==> config.mk <==
export PLATFORM = sky130hd
export DESIGN_NAME = irrigation_pump_controller
export DESIGN_NICKNAME = d
export VERILOG_FILES = /design/src/rtl/ipc_pkg.sv /design/src/rtl/irrigation_pump_controller.sv
export SDC_FILE = /design/constraint.sdc
export NUM_CORES = 2
export LEC_CHECK = 0
export BUFFER_PORTS_ARGS = -buffer_cell sky130_fd_sc_hd__buf_2
export CAP_MARGIN = 25
export CORE_MARGIN = 4
export CORE_UTILIZATION = 65
export DETAILED_ROUTE_END_ITERATION = 6
export MAX_ROUTING_LAYER = met4
export PLACE_DENSITY_LB_ADDON = 0.1
export SLEW_MARGIN = 10
export SYNTH_ARGS = -nofsm -noshare
export SYNTH_HDL_FRONTEND = slang
export SYNTH_SLANG_ARGS = --single-unit
==> constraint.sdc <==
create_clock -name clock -period 13.6 [get_ports clock]
set_input_delay 2.04 -clock clock [delete_from_list [all_inputs] [get_ports clock]]
set_output_delay 2.04 -clock clock [all_outputs]
set_load 0.05 [all_outputs]
==> src/rtl/ipc_pkg.sv <==
// ----------------------------------------------------------------------------
// ipc_pkg
// Shared types and constants of the irrigation pump controller: event kinds,
// pump states, status codes, register indexes, reset values and payloads.
// ----------------------------------------------------------------------------
package ipc_pkg;

   // widths
   localparam int unsigned TimeWidth   = 32;
   localparam int unsigned MoistWidth  = 10;
   localparam int unsigned FlowWidth   = 16;
   localparam int unsigned CountWidth  = 32;
   localparam int unsigned VolumeWidth = 64;
   localparam int unsigned ProdWidth   = TimeWidth + FlowWidth;
   localparam int unsigned CsrIdxWidth = 3;
   localparam int unsigned CsrDatWidth = 32;

   // register reset values
   localparam logic [TimeWidth-1:0]  MaxRunReset     = 32'd60000;
   localparam logic [TimeWidth-1:0]  MinCooldownReset = 32'd300000;
   localparam logic [MoistWidth-1:0] StartThreshReset = 10'd400;
   localparam logic [MoistWidth-1:0] StopThreshReset  = 10'd600;
   localparam logic [FlowWidth-1:0]  FlowRateReset    = 16'd2560;
   localparam logic                  ActiveLowReset   = 1'b0;

   // event kinds
   typedef enum logic [1:0] {
      KIND_EVALUATE   = 2'd0,
      KIND_MANUAL_ON  = 2'd1,
      KIND_MANUAL_OFF = 2'd2,
      KIND_UNUSED     = 2'd3
   } kind_type;

   // pump states
   typedef enum logic [1:0] {
      PUMP_OFF  = 2'd0,
      PUMP_ON   = 2'd1,
      PUMP_LOCK = 2'd2
   } pump_state_type;

   // status codes
   typedef enum logic [3:0] {
      STATUS_RESERVOIR_LOCK = 4'd0,
      STATUS_RUNTIME_LOCK   = 4'd1,
      STATUS_TARGET_REACHED = 4'd2,
      STATUS_IRRIGATING     = 4'd3,
      STATUS_COOLDOWN       = 4'd4,
      STATUS_TRIGGERED      = 4'd5,
      STATUS_IDLE           = 4'd6,
      STATUS_MANUAL_ON      = 4'd7,
      STATUS_MANUAL_OFF     = 4'd8
   } status_type;

   // configuration register indexes
   typedef enum logic [CsrIdxWidth-1:0] {
      CSR_MAX_RUN_MS      = 3'd0,
      CSR_MIN_COOLDOWN_MS = 3'd1,
      CSR_START_THRESHOLD = 3'd2,
      CSR_STOP_THRESHOLD  = 3'd3,
      CSR_FLOW_RATE       = 3'd4,
      CSR_ACTIVE_LOW      = 3'd5
   } csr_index_type;

   // input item
   typedef struct packed {
      logic [1:0]            kind;
      logic [TimeWidth-1:0]  now_ms;
      logic                  reservoir_safe;
      logic [MoistWidth-1:0] soil_moisture;
   } req_type;

   // result item
   typedef struct packed {
      logic                   pin_level;
      logic                   pump_running;
      logic [1:0]             pump_state;
      logic [3:0]             status_code;
      logic [TimeWidth-1:0]   run_duration_ms;
      logic [CountWidth-1:0]  session_total;
      logic [VolumeWidth-1:0] dispensed_total;
   } rsp_type;

endpackage

==> src/rtl/irrigation_pump_controller.sv <==
// An accepted item passes the input, middle and output registers before rsp_valid.
// Throughput: one item per cycle while rsp_stall is low; the control decision
// takes one stage and the volume product is added to the 64-bit total in the
// following stage. A held rsp_stall fills the three stages, then raises req_stall.
// Reset: synchronous, active high; registers return to their default values,
// the pump is off, status idle, counters and volume total are zero.
// ----------------------------------------------------------------------------
// irrigation_pump_controller
// Evaluates pump events against reservoir, runtime, moisture and cooldown
// rules, counts automatic sessions and accumulates dispensed volume.
// ----------------------------------------------------------------------------
module irrigation_pump_controller
   import ipc_pkg::*;
(
   input  logic                   clock,
   input  logic                   reset,
   input  logic                   req_valid,
   output logic                   req_stall,
   input  req_type                req_data,
   output logic                   rsp_valid,
   input  logic                   rsp_stall,
   output rsp_type                rsp_data,
   input  logic                   csr_wr_en,
   input  logic [CsrIdxWidth-1:0] csr_index,
   input  logic [CsrDatWidth-1:0] csr_wdata
);

   // configuration registers
   logic [TimeWidth-1:0]  max_run_ff, min_cooldown_ff;
   logic [MoistWidth-1:0] start_thresh_ff, stop_thresh_ff;
   logic [FlowWidth-1:0]  flow_rate_ff;
   logic                  active_low_ff;

   // control state
   logic                  running_ff, running_in;
   logic [TimeWidth-1:0]  start_ff, start_in;
   logic [TimeWidth-1:0]  last_stop_ff, last_stop_in;
   logic [CountWidth-1:0] count_ff, count_in;
   pump_state_type        state_ff, state_in;
   status_type            status_ff, status_in;
   logic [VolumeWidth-1:0] volume_ff, volume_in;

   // pipeline registers
   logic                  in_valid_ff;
   req_type               in_data_ff;
   logic                  mid_valid_ff;
   rsp_type               mid_data_ff, mid_data_in;
   logic                  mid_add_ff, mid_add_in;
   logic [ProdWidth-1:0]  mid_prod_ff, mid_prod_in;
   logic                  out_valid_ff;
   rsp_type               out_data_ff, out_data_in;

   // decision helpers
   logic [TimeWidth-1:0]  run_ms;
   logic [TimeWidth-1:0]  since_stop;
   logic                  in_cooldown;
   logic [VolumeWidth:0]  vol_sum;

   // stage advance
   logic out_free, mid_adv, in_adv;

   assign out_free  = !out_valid_ff || !rsp_stall;
   assign mid_adv   = mid_valid_ff && out_free;
   assign in_adv    = in_valid_ff && (!mid_valid_ff || mid_adv);
   assign req_stall = in_valid_ff && !in_adv;
   assign rsp_valid = out_valid_ff;
   assign rsp_data  = out_data_ff;

   // configuration writes
   always_ff @(posedge clock) begin
      if (reset) begin
         max_run_ff      <= MaxRunReset;
         min_cooldown_ff <= MinCooldownReset;
         start_thresh_ff <= StartThreshReset;
         stop_thresh_ff  <= StopThreshReset;
         flow_rate_ff    <= FlowRateReset;
         active_low_ff   <= ActiveLowReset;
      end else if (csr_wr_en) begin
         case (csr_index)
            CSR_MAX_RUN_MS:      max_run_ff      <= csr_wdata;
            CSR_MIN_COOLDOWN_MS: min_cooldown_ff <= csr_wdata;
            CSR_START_THRESHOLD: start_thresh_ff <= csr_wdata[MoistWidth-1:0];
            CSR_STOP_THRESHOLD:  stop_thresh_ff  <= csr_wdata[MoistWidth-1:0];
            CSR_FLOW_RATE:       flow_rate_ff    <= csr_wdata[FlowWidth-1:0];
            CSR_ACTIVE_LOW:      active_low_ff   <= csr_wdata[0];
            default: ;
         endcase
      end
   end

   // rule evaluation for the item in the input register
   assign run_ms      = in_data_ff.now_ms - start_ff;
   assign since_stop  = in_data_ff.now_ms - last_stop_ff;
   assign in_cooldown = (since_stop < min_cooldown_ff) && (last_stop_ff != '0);

   always_comb begin
      running_in   = running_ff;
      start_in     = start_ff;
      last_stop_in = last_stop_ff;
      count_in     = count_ff;
      state_in     = state_ff;
      status_in    = status_ff;
      mid_add_in   = 1'b0;
      case (kind_type'(in_data_ff.kind))
         KIND_EVALUATE: begin
            if (!in_data_ff.reservoir_safe) begin
               if (running_ff) begin
                  running_in   = 1'b0;
                  last_stop_in = in_data_ff.now_ms;
               end
               state_in  = PUMP_LOCK;
               status_in = STATUS_RESERVOIR_LOCK;
            end else if (running_ff) begin
               if (run_ms >= max_run_ff) begin
                  running_in   = 1'b0;
                  last_stop_in = in_data_ff.now_ms;
                  state_in     = PUMP_LOCK;
                  status_in    = STATUS_RUNTIME_LOCK;
                  mid_add_in   = 1'b1;
               end else if (in_data_ff.soil_moisture >= stop_thresh_ff) begin
                  running_in   = 1'b0;
                  last_stop_in = in_data_ff.now_ms;
                  state_in     = PUMP_OFF;
                  status_in    = STATUS_TARGET_REACHED;
                  mid_add_in   = 1'b1;
               end else begin
                  status_in = STATUS_IRRIGATING;
               end
            end else if (in_cooldown) begin
               state_in  = PUMP_OFF;
               status_in = STATUS_COOLDOWN;
            end else if (in_data_ff.soil_moisture < start_thresh_ff) begin
               running_in = 1'b1;
               start_in   = in_data_ff.now_ms;
               count_in   = count_ff + 1'b1;
               state_in   = PUMP_ON;
               status_in  = STATUS_TRIGGERED;
            end else begin
               state_in  = PUMP_OFF;
               status_in = STATUS_IDLE;
            end
         end
         KIND_MANUAL_ON: begin
            running_in = 1'b1;
            start_in   = in_data_ff.now_ms;
            state_in   = PUMP_ON;
            status_in  = STATUS_MANUAL_ON;
         end
         KIND_MANUAL_OFF: begin
            running_in   = 1'b0;
            last_stop_in = in_data_ff.now_ms;
            state_in     = PUMP_OFF;
            status_in    = STATUS_MANUAL_OFF;
         end
         default: ;
      endcase

      // result fields after the event, volume filled in next stage
      mid_data_in.pin_level       = running_in ^ active_low_ff;
      mid_data_in.pump_running    = running_in;
      mid_data_in.pump_state      = state_in;
      mid_data_in.status_code     = status_in;
      mid_data_in.run_duration_ms = running_in ? (in_data_ff.now_ms - start_in) : '0;
      mid_data_in.session_total   = count_in;
      mid_data_in.dispensed_total = '0;
      mid_prod_in = ProdWidth'(run_ms) * ProdWidth'(flow_rate_ff);
   end

   // saturating volume add
   assign vol_sum = {1'b0, volume_ff} + (VolumeWidth + 1)'(mid_prod_ff);

   always_comb begin
      volume_in = volume_ff;
      if (mid_add_ff) begin
         volume_in = vol_sum[VolumeWidth] ? '1 : vol_sum[VolumeWidth-1:0];
      end
      out_data_in = mid_data_ff;
      out_data_in.dispensed_total = volume_in;
   end

   // control state and pipeline valids
   always_ff @(posedge clock) begin
      if (reset) begin
         running_ff   <= 1'b0;
         start_ff     <= '0;
         last_stop_ff <= '0;
         count_ff     <= '0;
         state_ff     <= PUMP_OFF;
         status_ff    <= STATUS_IDLE;
         volume_ff    <= '0;
         in_valid_ff  <= 1'b0;
         mid_valid_ff <= 1'b0;
         out_valid_ff <= 1'b0;
      end else begin
         if (in_adv) begin
            running_ff   <= running_in;
            start_ff     <= start_in;
            last_stop_ff <= last_stop_in;
            count_ff     <= count_in;
            state_ff     <= state_in;
            status_ff    <= status_in;
         end
         if (mid_adv) begin
            volume_ff <= volume_in;
         end
         if (!req_stall) begin
            in_valid_ff <= req_valid;
         end
         if (in_adv) begin
            mid_valid_ff <= 1'b1;
         end else if (mid_adv) begin
            mid_valid_ff <= 1'b0;
         end
         if (mid_adv) begin
            out_valid_ff <= 1'b1;
         end else if (out_free) begin
            out_valid_ff <= 1'b0;
         end
      end
   end

   // payload registers
   always_ff @(posedge clock) begin
      if (req_valid && !req_stall) begin
         in_data_ff <= req_data;
      end
      if (in_adv) begin
         mid_data_ff <= mid_data_in;
         mid_add_ff  <= mid_add_in;
         mid_prod_ff <= mid_prod_in;
      end
      if (mid_adv) begin
         out_data_ff <= out_data_in;
      end
   end

endmodule

=== Yosys cells after proc, flatten, opt, wreduce, memory -nomap -nowiden ===
Cells that the tools add are included.

* $add $sub $neg: 5
* Multipliers: 1
* $lt $le $gt $ge: 4
* Equal/unequal tests: 9
* Multiplexer cells: 45
* Bitwise operators: 1
* Reductions and logical operators: 26

{| class="wikitable"
|+ Operators with widths
! kind !! number
|-
| two-way mux 32 bit || 14
|-
| two-way mux 64 bit || 2
|-
| one-hot mux 32 bit (2 select lines) || 2
|-
| subtractor 32 bit || 3
|-
| adder 64 x 48 -> 65 bit || 1
|-
| multiplier 32 x 16 -> 48 bit || 1
|-
| adder 32 x 1 -> 32 bit, second input constant || 1
|-
| >= comparator 32 bit || 1
|-
| < comparator 32 bit || 1
|-
| nonzero test 32 bit || 1
|-
| two-way mux 1 bit || 15
|-
| two-way mux 2 bit || 7
|-
| one-hot mux 4 bit (3 select lines) || 1
|-
| AND reduction 2 bit || 6
|-
| >= comparator 10 bit || 1
|-
| < comparator 10 bit || 1
|-
| two-way mux 4 bit || 2
|-
| == test 3 x 2 -> 1 bit, second input constant || 2
|-
| == test 3 bit, second input constant || 2
|-
| one-hot mux 2 bit (3 select lines) || 1
|-
| nonzero test 2 bit || 3
|-
| logical AND 1 bit || 5
|-
| logical NOT 1 bit || 5
|-
| != test 4 bit, second input constant || 1
|-
| other kinds (11) || 12
|}

* Register bits after elaboration: 573
* Output and inout port bits: 138
* Word-level logic and storage cells: 126

=== Longest topological paths before layout ===
* Depth after elaboration: 9
* Mapped depth: 39

=== Worst setup path after synthesis ===
No wires, ideal clock.

* Path type: register to register
* Start: register in_data_ff[11] in the netlist's numbering
* End: register mid_prod_ff[44] (data pin)
* Data arrival time: 8.471 ns
* Data required time: 13.337 ns
* Slack: 4.866 ns
* Stages on the path, launching flop included: 37
* Clock period less this slack: 8.734 ns
* Path through: edfxtp_1 > inv_1 > ha_1 > fa_1 > nand2b_1 > a21boi_0 > o21ai_1 > a21oi_1 > o2111ai_1 > nand2_1 > o41a_1 > a41o_1 > o41a_1 > xor2_1 > clkbuf_1 > nand2_1 > fa_1 > fa_1 > inv_1 > fa_1 > fa_1 > fa_1 > inv_1 > fa_1 > inv_1 > ha_1 > inv_1 > o21bai_1 > a21o_1 > a21o_1 > a21oi_1 > o21ai_0 > a31oi_1 > o21ai_0 > a21oi_1 > mux2i_1 > a2111o_1

* Longest elaborated chain between the ends: 2

{| class="wikitable"
|+ Ends and longest elaborated chain
! item !! line !! source
|-
| start, declared || irrigation_pump_controller.sv:45 || <nowiki>req_type in_data_ff;</nowiki>
|-
| start signal, assigned || irrigation_pump_controller.sv:225 || <nowiki>in_data_ff <= req_data;</nowiki>
|-
| subtractor 32 bit || irrigation_pump_controller.sv:92 || <nowiki>assign run_ms = in_data_ff.now_ms - start_ff;</nowiki>
|-
| multiplier 32 x 16 -> 48 bit || irrigation_pump_controller.sv:166 || <nowiki>mid_prod_in = ProdWidth'(run_ms) * ProdWidth'(flow_rate_ff);</nowiki>
|-
| via mid_prod_in[44] || irrigation_pump_controller.sv:49 || <nowiki>logic [ProdWidth-1:0] mid_prod_ff, mid_prod_in;</nowiki>
|-
| end signal, assigned || irrigation_pump_controller.sv:230 || <nowiki>mid_prod_ff <= mid_prod_in;</nowiki>
|-
| end, declared || irrigation_pump_controller.sv:49 ||
|}

The timed path passes the listed nets, and every way through them passes these cells.
A chain may end at the register's enable or synchronous reset.

=== Worst setup path after layout ===
* Start: register in_data_ff[12] in the netlist's numbering
* End: register mid_prod_ff[44] (data pin)

The elaborated chain is that of the path after synthesis.

==> results.yml <==
worst_setup_path:
  arrival_ps: 10280
  crit_type: "register to register"
  crit_required_ps: 13950
  critPathMostFrequentCell: "fa_1"
  cp_max_fo: 17
  critical_path.startpoint_type: "register"
  cp_num_buf_inv: 5
  cpPeakStageDelay_ps: 820
  critical-path-top-delay-family: "adder cells"
  cp-end-kind: "register"
  slowest_stage: "xnor2_2"
layout:
  fin_util_pct: 71.9
  final_cell_mix: "nand2_1 (681), inv_1 (638), fa_1 (422)"
  final_common_cell: "nand2_1"
  syn_to_final_growth_pct: 9.43
  instances_no_fill: 6025
  fin_nets: 5881
  drive_gt1_share_pct: 9.38
yosys:
  synth_top_family_by_area: "adder cells"
  postSynthAreaPerCell_um2: 9.42
  yosys_warnings: 0
  synthFlopType: "edfxtp_1"
  synthesis.area_um2: 46100
  synth_cell_types: 80
  yosys-mux-area-fraction_pct: 1.68
  synth_cells: 4894
  synth_enable_flop_cells: 302
  synth_compound_area_share_pct: 12.6
  synth_seq_cells: 573
  synth_xor_area_share_pct: 4.33
  yosys.area_share.simple_pct: 15.2
  synth-seq-area-share_pct: 31.4
  postSynth.asyncResetShare_pct: 0
  syn_nets: 5745
  synth_adder_area_share_pct: 27.7
floorplanning:
  die_area_um2: 75200
  die_w_um: 274
  io_pins: 223
  initial_core_util_pct: 65.7
  die_y_um: 274
  num_rows: 97
  coreArea_um2: 70100
timing:
  worst_pin_slew_ps: 1070
  min_period_ps: 9920
  rsz0062_at_grt: "no"
  slew_headroom_pct: 27.9
  fin_crit_sh_pct: 73.0
  maxSlewViolCount: 0
  fin_hold_ws_ps: 403
  tns_ps: 0
  clock.fmax_mhz: 101
  finalSetupViolCount: 0
  hold_violations: 0
  fin_worst_skew_ps: 90.7
clock_network:
  h-tree-depth: 2
  insertion_delay_ps: 690
  numCtsBuffers: 61
  clk_path_buf_depth: 3
  cts-root-buf: "clkbuf_16"
  postCtsHoldBufs: 0
  postCtsSetupBuffers: 0
  cts_sinks: 573
  path_clk_slew_ps: 70
  cts_tree: "done"
  ctsResizeCount: 0
pwr:
  vdd_drop_max_v: 0.000147
  power_density_nw_per_um2: 140
  p_total_mw: 7.08
  p_leak_nw: 21.9
run:
  cap_violations: 0
placement:
  place_inst: 5902
  portBuffers: 222
  hpwlAfterDp_um: 86000
  place_congestion: 0.952
grt:
  antenna_found_initial: 2
  grt_max_degree: 78
  grt_first_pass_wirelength_um: 188000
  grt_pass1_vias: 36000
  gr-usage-all-layers_pct: 32.0
  grt_overflow: 0
route:
  drc_errors: 0
  firstDrtPassIters: 6
  via_per_inst: 5.90
  routed_wl_um: 115000
  num_vias: 35500
  drt_iter0_drc: 2788
  ant_nets: 0
  wl_per_cell_um: 19.1
run_status:
  status: "completed"
min_path:
  hp-class: "register to register"
## synth_stat cells, types with 37 or more instances
cell type	number	area (µm²)
a21o_1	115	863
inv_1	638	2390
o21ai_0	140	701
xor2_1	81	709
nand3_1	66	330
dfxtp_1	271	5430
o22a_1	39	342
o221a_2	39	439
ha_1	344	4300
nor2_1	252	946
mux2i_1	73	731
a21oi_1	337	1690
and2_1	211	1320
nand2_1	682	2560
xnor2_1	147	1290
nand4_1	45	282
nor2b_1	58	363
edfxtp_1	302	9070
nor3_1	37	185
fa_1	422	8450
clkbuf_1	190	713
## worst paths after layout
path | startpoint | to | slack, ps | cells past startpoint
worst min-delay path | mid_data_ff[103] | rsp_data[103] | 400 | 0
worst max register to register | in_data_ff[12] | mid_prod_ff[44] | 3680 | 34
worst min register to register | mid_data_ff[103] | rsp_data[103] | 400 | 0
worst max-delay path | in_data_ff[12] | mid_prod_ff[44] | 3680 | 34
## report_power, final
part	leakage [nW]	internal [mW]	switching (mW)
clock	1.07	1.08	0.750
combinational	15.9	1.19	1.93
sequential	4.94	2.03	0.101
## sequential cells by signal, indices dropped and copies added, names as in the netlist, 10 cells and up
register and count:
stop_thresh_ff 10, flow_rate_ff 16, count_ff 32, mid_data_ff 72
volume_ff 64, min_cooldown_ff 32, start_ff 32, rsp_data 136
mid_prod_ff 48, last_stop_ff 32, max_run_ff 32, in_data_ff 45
start_thresh_ff 10
## cells by family after synthesis
logic type,after synthesis
mux,77
xor+xnor,228
compound gates,898
buf+inv,852
simple gates,1500
flops,573
fa+ha+maj,766
## per-stage QoR
stage / instance area (µm²) / setup slack (ps)
2_1_floorplan: 46100 / 4870
3_3_place_gp: 48100 / 4210
3_5_place_dp: 48100 / 3910
4_1_cts: 50400 / 3770
5_1_grt: 50400 / 3080
6_report: 50400 / 3680
## routing by layer
layer | part of all wire [%] | GRT usage (%)
met2 | 47 | 51.4
met5 | 0 | -
met4 | 3.3 | 10.3
met1 | 43 | 43.0
met3 | 7.4 | 4.02
## final cells by class
class | count | area [µm²]
Inverter | 641 | 2410
Clock inverter | 37 | 564
Sequential cell | 573 | 14500
Tap cell | 940 | 1180
Fill cell | 5459 | 19700
Timing Repair Buffer | 284 | 1620
Antenna cell | 2 | 5.00
Multi-Input combinational cell | 3469 | 28500
Clock buffer | 79 | 1710
No activity file was read; power rests on OpenSTA's default activity.
